### src/design/ftsc_pkg.sv
// Shared widths and constants for the frame time spike clamp.
package ftsc_pkg;

	localparam int SAMPLE_W   = 32;
	localparam int SCALE_W    = 16;
	localparam int SCALE_FRAC = 8;
	localparam int MUL_W      = SAMPLE_W + SCALE_W;

	typedef logic [SAMPLE_W-1:0] sample_t;
	typedef logic [SCALE_W-1:0]  scale_t;
	typedef logic [MUL_W-1:0]    product_t;

	localparam scale_t SCALE_ONE = scale_t'(1 << SCALE_FRAC);

endpackage

### src/design/ftsc_ring.sv
// Sample ring memory: one write port and one registered read port.
module ftsc_ring #(
	parameter int DEPTH = 30,
	parameter int AW    = 5
) (
	input  logic                clk,
	input  logic                wr_en,
	input  logic [AW-1:0]       wr_addr,
	input  ftsc_pkg::sample_t   wr_data,
	input  logic [AW-1:0]       rd_addr,
	output ftsc_pkg::sample_t   rd_data
);
	import ftsc_pkg::*;

	sample_t mem_q [DEPTH];
	sample_t rd_q;

	always_ff @(posedge clk) begin
		if (wr_en) begin
			mem_q[wr_addr] <= wr_data;
		end
		rd_q <= mem_q[rd_addr];
	end

	assign rd_data = rd_q;

endmodule

### src/design/ftsc_div.sv
// Restoring divider, one quotient bit per cycle.
module ftsc_div #(
	parameter int NW = 38,
	parameter int DW = 5
) (
	input  logic          clk,
	input  logic          arst_n,
	input  logic          start,
	input  logic [NW-1:0] dividend,
	input  logic [DW-1:0] divisor,
	output logic          busy,
	output logic [NW-1:0] quotient
);
	localparam int CW = $clog2(NW + 1);

	logic [CW-1:0] cnt_q;
	logic [DW-1:0] rem_q;
	logic [DW-1:0] dvs_q;
	logic [NW-1:0] quo_q;
	logic [DW:0]   trial;
	logic [DW:0]   diff;
	logic          fits;

	// Shift the next dividend bit into the partial remainder and try a subtract.
	assign trial = {rem_q, quo_q[NW-1]};
	assign diff  = trial - {1'b0, dvs_q};
	assign fits  = trial >= {1'b0, dvs_q};

	always_ff @(posedge clk or negedge arst_n) begin
		if (!arst_n) begin
			cnt_q <= '0;
		end else if (start) begin
			cnt_q <= CW'(NW);
		end else if (cnt_q != '0) begin
			cnt_q <= cnt_q - 1'b1;
		end
	end

	always_ff @(posedge clk) begin
		if (start) begin
			rem_q <= '0;
			quo_q <= dividend;
			dvs_q <= divisor;
		end else if (cnt_q != '0) begin
			rem_q <= fits ? diff[DW-1:0] : trial[DW-1:0];
			quo_q <= {quo_q[NW-2:0], fits};
		end
	end

	assign busy     = cnt_q != '0;
	assign quotient = quo_q;

endmodule

### src/design/frame_time_spike_clamp_top.sv
// Frame time spike clamp: sequencer, shared adder and multiplier, ring and divider.
//
//   channel   signals                                        direction
//   in        in_valid, in_stall, elapsed_ticks              sample into block
//   out       out_valid, out_stall, clamped_ticks,
//             scaled_ticks, was_clamped                      result out of block
//   cfg       cfg_we, cfg_wdata                              time_scale write
//
// An item that is not clamped passes through the add, subtract, multiply, compare,
// scale and done steps before the next accept; a clamped item also waits in a divide
// step while the bit-serial divider computes twice the sum over the count.
// The result waits in an output register, so the next item is taken while it is stalled.
// Reset clears the window sum, count and ring pointers and sets time_scale to 1.0.
module frame_time_spike_clamp_top #(
	parameter int WINDOW = 30
) (
	input  logic                clk,
	input  logic                arst_n,
	input  logic                in_valid,
	output logic                in_stall,
	input  ftsc_pkg::sample_t   elapsed_ticks,
	output logic                out_valid,
	input  logic                out_stall,
	output ftsc_pkg::sample_t   clamped_ticks,
	output ftsc_pkg::sample_t   scaled_ticks,
	output logic                was_clamped,
	input  logic                cfg_we,
	input  ftsc_pkg::scale_t    cfg_wdata
);
	import ftsc_pkg::*;

	localparam int IDX_W = $clog2(WINDOW);
	localparam int CNT_W = $clog2(WINDOW);
	localparam int SUM_W = SAMPLE_W + CNT_W;
	localparam int AL_W  = SUM_W + 1;
	localparam int HALF  = WINDOW / 2;

	localparam logic [2:0] ST_IDLE  = 3'd0;
	localparam logic [2:0] ST_ADD   = 3'd1;
	localparam logic [2:0] ST_SUB   = 3'd2;
	localparam logic [2:0] ST_MULT  = 3'd3;
	localparam logic [2:0] ST_CMP   = 3'd4;
	localparam logic [2:0] ST_DIV   = 3'd5;
	localparam logic [2:0] ST_SCALE = 3'd6;
	localparam logic [2:0] ST_DONE  = 3'd7;

	logic [2:0]       state_q;
	logic [IDX_W-1:0] head_q;
	logic [IDX_W-1:0] tail_q;
	logic [IDX_W-1:0] head_nx;
	logic [IDX_W-1:0] tail_nx;
	logic [CNT_W-1:0] count_q;
	logic [SUM_W-1:0] sum_q;
	logic             full_q;
	scale_t           scale_q;
	sample_t          sample_q;
	sample_t          clamped_q;
	logic             flag_q;
	product_t         mul_q;
	logic             out_valid_q;
	sample_t          out_clamped_q;
	sample_t          out_scaled_q;
	logic             out_flag_q;

	sample_t          ring_rd;
	logic [AL_W-1:0]  twice;
	logic [AL_W-1:0]  alu_a;
	logic [AL_W-1:0]  alu_b;
	logic             alu_sub;
	logic [AL_W:0]    alu_res;
	sample_t          mul_a;
	scale_t           mul_b;
	logic             clamp_hit;
	logic             div_start;
	logic             div_busy;
	logic [AL_W-1:0]  div_quo;
	sample_t          div_sat;
	sample_t          scaled_sat;
	logic             in_take;
	logic             out_load;

	assign in_stall  = state_q != ST_IDLE;
	assign in_take   = in_valid && !in_stall;
	assign out_load  = (state_q == ST_DONE) && (!out_valid_q || !out_stall);

	assign head_nx = (head_q == IDX_W'(WINDOW - 1)) ? '0 : head_q + 1'b1;
	assign tail_nx = (tail_q == IDX_W'(WINDOW - 1)) ? '0 : tail_q + 1'b1;
	assign twice   = {sum_q, 1'b0};

	ftsc_ring #(
		.DEPTH (WINDOW),
		.AW    (IDX_W)
	) u_ring (
		.clk     (clk),
		.wr_en   (state_q == ST_ADD),
		.wr_addr (head_q),
		.wr_data (sample_q),
		.rd_addr (tail_q),
		.rd_data (ring_rd)
	);

	// Shared add/subtract unit: sum update, oldest-sample drop, clamp test.
	always_comb begin
		alu_a   = AL_W'(sum_q);
		alu_b   = AL_W'(sample_q);
		alu_sub = 1'b0;
		case (state_q)
			ST_SUB: begin
				alu_b   = AL_W'(ring_rd);
				alu_sub = 1'b1;
			end
			ST_CMP: begin
				alu_a   = AL_W'(mul_q[SUM_W-1:0]);
				alu_b   = twice;
				alu_sub = 1'b1;
			end
			default: begin
				alu_sub = 1'b0;
			end
		endcase
	end

	assign alu_res = alu_sub ? ({1'b0, alu_a} - {1'b0, alu_b})
	                         : ({1'b0, alu_a} + {1'b0, alu_b});

	// A clear borrow means sample * count >= 2 * sum.
	assign clamp_hit = (count_q > CNT_W'(HALF)) && !alu_res[AL_W];
	assign div_start = (state_q == ST_CMP) && clamp_hit;

	// Shared multiplier: sample * count for the test, clamped * scale for the output.
	assign mul_a = (state_q == ST_MULT) ? sample_q : clamped_q;
	assign mul_b = (state_q == ST_MULT) ? SCALE_W'(count_q) : scale_q;

	ftsc_div #(
		.NW (AL_W),
		.DW (CNT_W)
	) u_div (
		.clk      (clk),
		.arst_n   (arst_n),
		.start    (div_start),
		.dividend (twice),
		.divisor  (count_q),
		.busy     (div_busy),
		.quotient (div_quo)
	);

	assign div_sat    = (div_quo[AL_W-1:SAMPLE_W] != '0) ? '1 : div_quo[SAMPLE_W-1:0];
	assign scaled_sat = (mul_q[MUL_W-1:SAMPLE_W+SCALE_FRAC] != '0) ? '1
	                    : mul_q[SAMPLE_W+SCALE_FRAC-1:SCALE_FRAC];

	always_ff @(posedge clk or negedge arst_n) begin
		if (!arst_n) begin
			state_q     <= ST_IDLE;
			head_q      <= '0;
			tail_q      <= '0;
			count_q     <= '0;
			sum_q       <= '0;
			full_q      <= 1'b0;
			scale_q     <= SCALE_ONE;
			out_valid_q <= 1'b0;
		end else begin
			if (cfg_we) begin
				scale_q <= cfg_wdata;
			end
			if (out_load) begin
				out_valid_q <= 1'b1;
			end else if (!out_stall) begin
				out_valid_q <= 1'b0;
			end
			unique case (state_q)
				ST_IDLE: begin
					if (in_take) begin
						state_q <= ST_ADD;
					end
				end
				ST_ADD: begin
					sum_q   <= alu_res[SUM_W-1:0];
					head_q  <= head_nx;
					full_q  <= head_nx == tail_q;
					state_q <= ST_SUB;
				end
				ST_SUB: begin
					if (full_q) begin
						sum_q  <= alu_res[SUM_W-1:0];
						tail_q <= tail_nx;
					end else begin
						count_q <= count_q + 1'b1;
					end
					state_q <= ST_MULT;
				end
				ST_MULT: begin
					state_q <= ST_CMP;
				end
				ST_CMP: begin
					state_q <= clamp_hit ? ST_DIV : ST_SCALE;
				end
				ST_DIV: begin
					if (!div_busy) begin
						state_q <= ST_SCALE;
					end
				end
				ST_SCALE: begin
					state_q <= ST_DONE;
				end
				ST_DONE: begin
					if (out_load) begin
						state_q <= ST_IDLE;
					end
				end
				default: begin
					state_q <= ST_IDLE;
				end
			endcase
		end
	end

	always_ff @(posedge clk) begin
		if (in_take) begin
			sample_q <= elapsed_ticks;
		end
		if (state_q == ST_MULT || state_q == ST_SCALE) begin
			mul_q <= MUL_W'(mul_a) * MUL_W'(mul_b);
		end
		if (state_q == ST_CMP) begin
			clamped_q <= sample_q;
			flag_q    <= clamp_hit;
		end else if (state_q == ST_DIV && !div_busy) begin
			clamped_q <= div_sat;
		end
		if (out_load) begin
			out_clamped_q <= clamped_q;
			out_scaled_q  <= scaled_sat;
			out_flag_q    <= flag_q;
		end
	end

	assign out_valid     = out_valid_q;
	assign clamped_ticks = out_clamped_q;
	assign scaled_ticks  = out_scaled_q;
	assign was_clamped   = out_flag_q;

`ifndef ASSERT_OFF
	a_count_range: assert property (@(posedge clk) disable iff (!arst_n)
		count_q <= CNT_W'(WINDOW - 1))
		else $error("window count beyond ring capacity");

	a_ptr_consistent: assert property (@(posedge clk) disable iff (!arst_n)
		state_q == ST_IDLE |->
			(((int'(tail_q) + int'(count_q)) >= WINDOW)
				? (int'(tail_q) + int'(count_q) - WINDOW)
				: (int'(tail_q) + int'(count_q))) == int'(head_q))
		else $error("ring pointers disagree with window count");

	a_full_count: assert property (@(posedge clk) disable iff (!arst_n)
		(state_q == ST_SUB && full_q) |-> count_q == CNT_W'(WINDOW - 1))
		else $error("ring reported full with a short window");

	a_div_owned: assert property (@(posedge clk) disable iff (!arst_n)
		div_busy |-> state_q == ST_DIV)
		else $error("divider running outside the divide step");
`endif

endmodule
### config.mk
export PLATFORM = sky130hd
export DESIGN_NAME = frame_time_spike_clamp_top
export DESIGN_NICKNAME = d
export VERILOG_FILES = /design/src/design/ftsc_pkg.sv /design/src/design/ftsc_ring.sv /design/src/design/ftsc_div.sv /design/src/design/frame_time_spike_clamp_top.sv
export SDC_FILE = /design/constraint.sdc
export NUM_CORES = 2
export LEC_CHECK = 0
export ABC_CLOCK_PERIOD_IN_PS = 10900
export BUFFER_PORTS_ARGS = -buffer_cell sky130_fd_sc_hd__clkbuf_2
export CAP_MARGIN = 10
export CELL_PAD_IN_SITES_DETAIL_PLACEMENT = 1
export CELL_PAD_IN_SITES_GLOBAL_PLACEMENT = 2
export CORE_MARGIN = 2
export CORE_UTILIZATION = 25
export DETAILED_ROUTE_END_ITERATION = 10
export GPL_TIMING_DRIVEN = 0
export PLACE_DENSITY = 0.59
export RECOVER_POWER = 100
export SLEW_MARGIN = 30
export SYNTH_ARGS = -nofsm -noshare
export SYNTH_HDL_FRONTEND = slang
export SYNTH_HIERARCHICAL = 1
export SYNTH_SLANG_ARGS = --single-unit
### constraint.sdc
create_clock -name clk -period 10.9 [get_ports clk]
set_input_delay 1.09 -clock clk [delete_from_list [all_inputs] [get_ports clk]]
set_output_delay 1.09 -clock clk [all_outputs]
set_load 0.01 [all_outputs]
==> impl_results.md <==
- Final hold violation count: 0
- Tightest slew margin relative to the limit: -168%
- Worst endpoint required time: 11520 ps
- Arrival @ worst endpoint: between 10000 and 15000 ps
- Area contributors post-synth: edfxtp_1, fa_1, nand2_1
- Final cycle utilization of the critical path: a little over nine tenths
- Insertion delay to the later sink of the worst-skew pair: 840 ps
- Final setup skew: 89.7 ps
- Layout Area Growth over Synthesis: 15.3%
- H-tree level count: 4
- Synthesis-stage register bit count: ~1.3k
- Clk buf depth: 4
- First-pass GRT wire length: ~360000 um
- Startpoint of the most critical hold path: elapsed_ticks[10]
- Total placed instance area: 78700 um2
- Syn Nets: 5898
- Iteration count of the initial detailed-routing pass: 5
- Slew of the pin with the lowest slew margin: 4020 ps
- Chip Width: 535 um
- Library cell with the largest summed area after synthesis: edfxtp_1
- Pin count of the biggest net entering global routing: 60
- Die height: 535 um
- Global route total overflow: 0
- Die area: 286000 um2
- Dominant cell by count in the synthesized netlist: edfxtp_1
- Clock slew at reported path FFs: 60 ps
- Worst Setup Path Type: flop to flop
- Sink of the worst hold path: sample_q[10]
- DPL Wire Length: 198000 um
- Setup slack of the worst register-to-register path: 570 ps
- Placement row count: around 190
- EDFF count, synth: 1181
- Max-cap violations: 8
- Clock Tree Root: clkbuf_16
- Async SR Flop Fraction: 6.09%
- Post-CTS Setup Inserts: 0
- Share of cells above drive strength 1: 9.82%
- Drt wl/cell: 26.8 um
- CTS Hold Bufs: 0
- Clock buffers created by TritonCTS: ~160
- Highest attainable clock frequency: 96.8 MHz
- GPL Wtd Cong: 0.851
- Area of all placed cells without fillers: 81100 um2
- Number of I/O port buffers: ~120
- FF-to-FF path depth: 29
- Final Max Slew Viols: 174
- Beginning of the worst register-to-register path: state_q[1]
- Cell area after technology mapping: 70400 um2
- Setup crit end kind: flop
- Net count, final: 6317
- Core footprint: 280000 um2
- Part of the Yosys area used for sequential elements: a little over half
- Initial antenna violation count: 36
- Biggest cell delay along the critical path: 540 ps
- Number of endpoints failing setup at the final stage: 0
- Starting utilization of the core area: 25.2%
- Overall routing resource usage: 17.7%
- Status: complete, but fails checks
- Synthesized instance count: 5254
- Top cell type's share of synthesized area: 50.4%
- Setup repair after global routing missed its margin: false
- CTS tree: done
- Placed insts: 9238
- Overall routed net length: 255000 um
- Via density per instance: ~4.8
- Number of global-route vias before repair: 48.2k
- # clock sinks: around 1.3k
- Total via count in the routed design: 45.4k
- Startpoint kind of the worst setup timing path: flop
- DRC violation count after routing: 0
- Number of warnings reported in the yosys synthesis log: 6
- Depth of the worst hold-timing path: 1
- Capturing point of the worst reg2reg path: mul_q[47]
- Unique cell type count in the Yosys netlist: 107
- Violations in the final reports: max-capacitance violations, max-slew violations
- Most instantiated flip-flop cell in the synthesis netlist: edfxtp_1
- Synth Area per Inst: ~13 um2
- Count of pins on the block boundary: 120
- Kind of path behind the tightest hold check: input pin to flop
- Slowest-stage cell, CP: fa_1
- Remaining antenna violation count: 0
- DRT iter0 DRCs: 3537
- Fin crit period: 10330 ps
- Commonest cells in the synthesized netlist: edfxtp_1, nand2_1, inv_1
- Final Instance Count excl. Fillers: 9516
- Peak fanout along the critical path: 10
==> metal layers <==
metal	part of all wire, %	track usage (%)	wire length (um)	up-vias
met5	0.036	0	92	-
met4	2.7	4.21	6810	14
met3	5.9	2.75	15100	310
met2	46	28.1	116000	1228
met1	46	25.3	117000	24200
li1	-	-	-	19700
==> sequential cells by signal (all words and copies together), names as in the netlist <==
| signal | count |
|---|---|
| u_div/rem_q | 5 |
| count_q | 5 |
| clamped_ticks | 32 |
| out_valid | 1 |
| u_ring/mem_q | 960 |
| u_div/dvs_q | 5 |
| tail_q | 5 |
| clamped_q | 32 |
| head_q | 5 |
| u_div/quotient | 38 |
| was_clamped | 1 |
| scaled_ticks | 32 |
| sum_q | 37 |
| scale_q | 16 |
| sample_q | 32 |
| full_q | 1 |
| u_div/cnt_q | 6 |
| state_q | 3 |
| u_ring/rd_data | 32 |
| flag_q | 1 |
| mul_q | 48 |
==> worst max-delay path by stage <==
| stage | from | end | slack, ps |
|---|---|---|---|
| 2_1_floorplan | state_q[2] | mul_q[45] | 3070 |
| 3_3_place_gp | state_q[2] | mul_q[47] | -1030 |
| 3_5_place_dp | state_q[2] | mul_q[47] | -120 |
| 4_1_cts | state_q[1] | mul_q[47] | 90 |
| 5_1_grt | state_q[2] | mul_q[29] | 60 |
| 6_report | state_q[1] | mul_q[47] | 570 |
==> placed cells by master, fill, tap and decap left out, types with 42 or more instances in the layout <==
cell type / instances
nor2_1: 227
nor3_1: 42
o22ai_1: 104
clkbuf_1: 419
o21ai_0: 83
clkbuf_16: 160
edfxtp_1: 1181
mux2_2: 67
a21oi_1: 167
inv_1: 474
nand2_1: 613
mux2i_1: 224
a21o_1: 90
xnor2_1: 61
nand3_1: 87
mux4_1: 64
dfrtp_1: 78
a22oi_1: 82
clkbuf_2: 42
mux4_2: 68
fa_1: 420
ha_1: 171
xor2_1: 47
and3_1: 178
==> critical path, delay by kind of cell, from the launching register on <==
kind,cells,cell delay (ps)
DFF,1,350
muxes,1,160
adders and majority gates,7,3280
AOI/OAI and AO/OA,5,1680
buffers and inverters,11,2940
and+or+nand+nor,5,1650
==> metrics by stage <==
| step | utilization (%) | TNS (ps) | hold slack [ps] | setup slack, ps |
|---|---|---|---|---|
| CTS | 29.9 | 0 | 129 | 86.8 |
| finish | 29.0 | 0 | 434 | 570 |
| detailed placement | 28.1 | -144 | 485 | -118 |
| global route | 29.0 | 0 | 398 | 60.1 |
| global placement | 27.0 | -7150 | 477 | -1030 |
| floorplan | - | 0 | 400 | 3070 |
==> cell type report <==
| cell class | instances | area, um2 |
|---|---|---|
| well taps | 3724 | 4660 |
| diodes | 7 | 17.5 |
| inverters | 476 | 1790 |
| flip-flops and latches | 1297 | 38200 |
| repair buffers | 261 | 1140 |
| plain buffers | 275 | 1480 |
| clock buffers | 195 | 4220 |
| clock inverters | 76 | 694 |
| multi-input cells | 3205 | 28900 |
| fillers | 30400 | 199000 |
==> cell families (layout without fill, tap and decap cells) <==
group	count (synthesis)	in the layout	share of synthesized area (%)
buffers and inverters	752	1283	4.68
xor gates and xnor gates	108	108	1.34
DFF	1297	1297	54.3
AOI/OAI and AO/OA	688	688	6.43
muxes	434	434	9.00
adders and majority gates	591	591	15.0
other	1	8	0.00533
and+or+nand+nor	1383	1383	9.29
==> timing repair <==
item,in CTS,in global routing
pin swaps,0,0
cloned,0,0
resized for setup,1,3
endpoints found under the setup margin,2,8
Power is not shown: default switching activity piles up to over one toggle a cycle in this logic, so the estimate is an artifact.
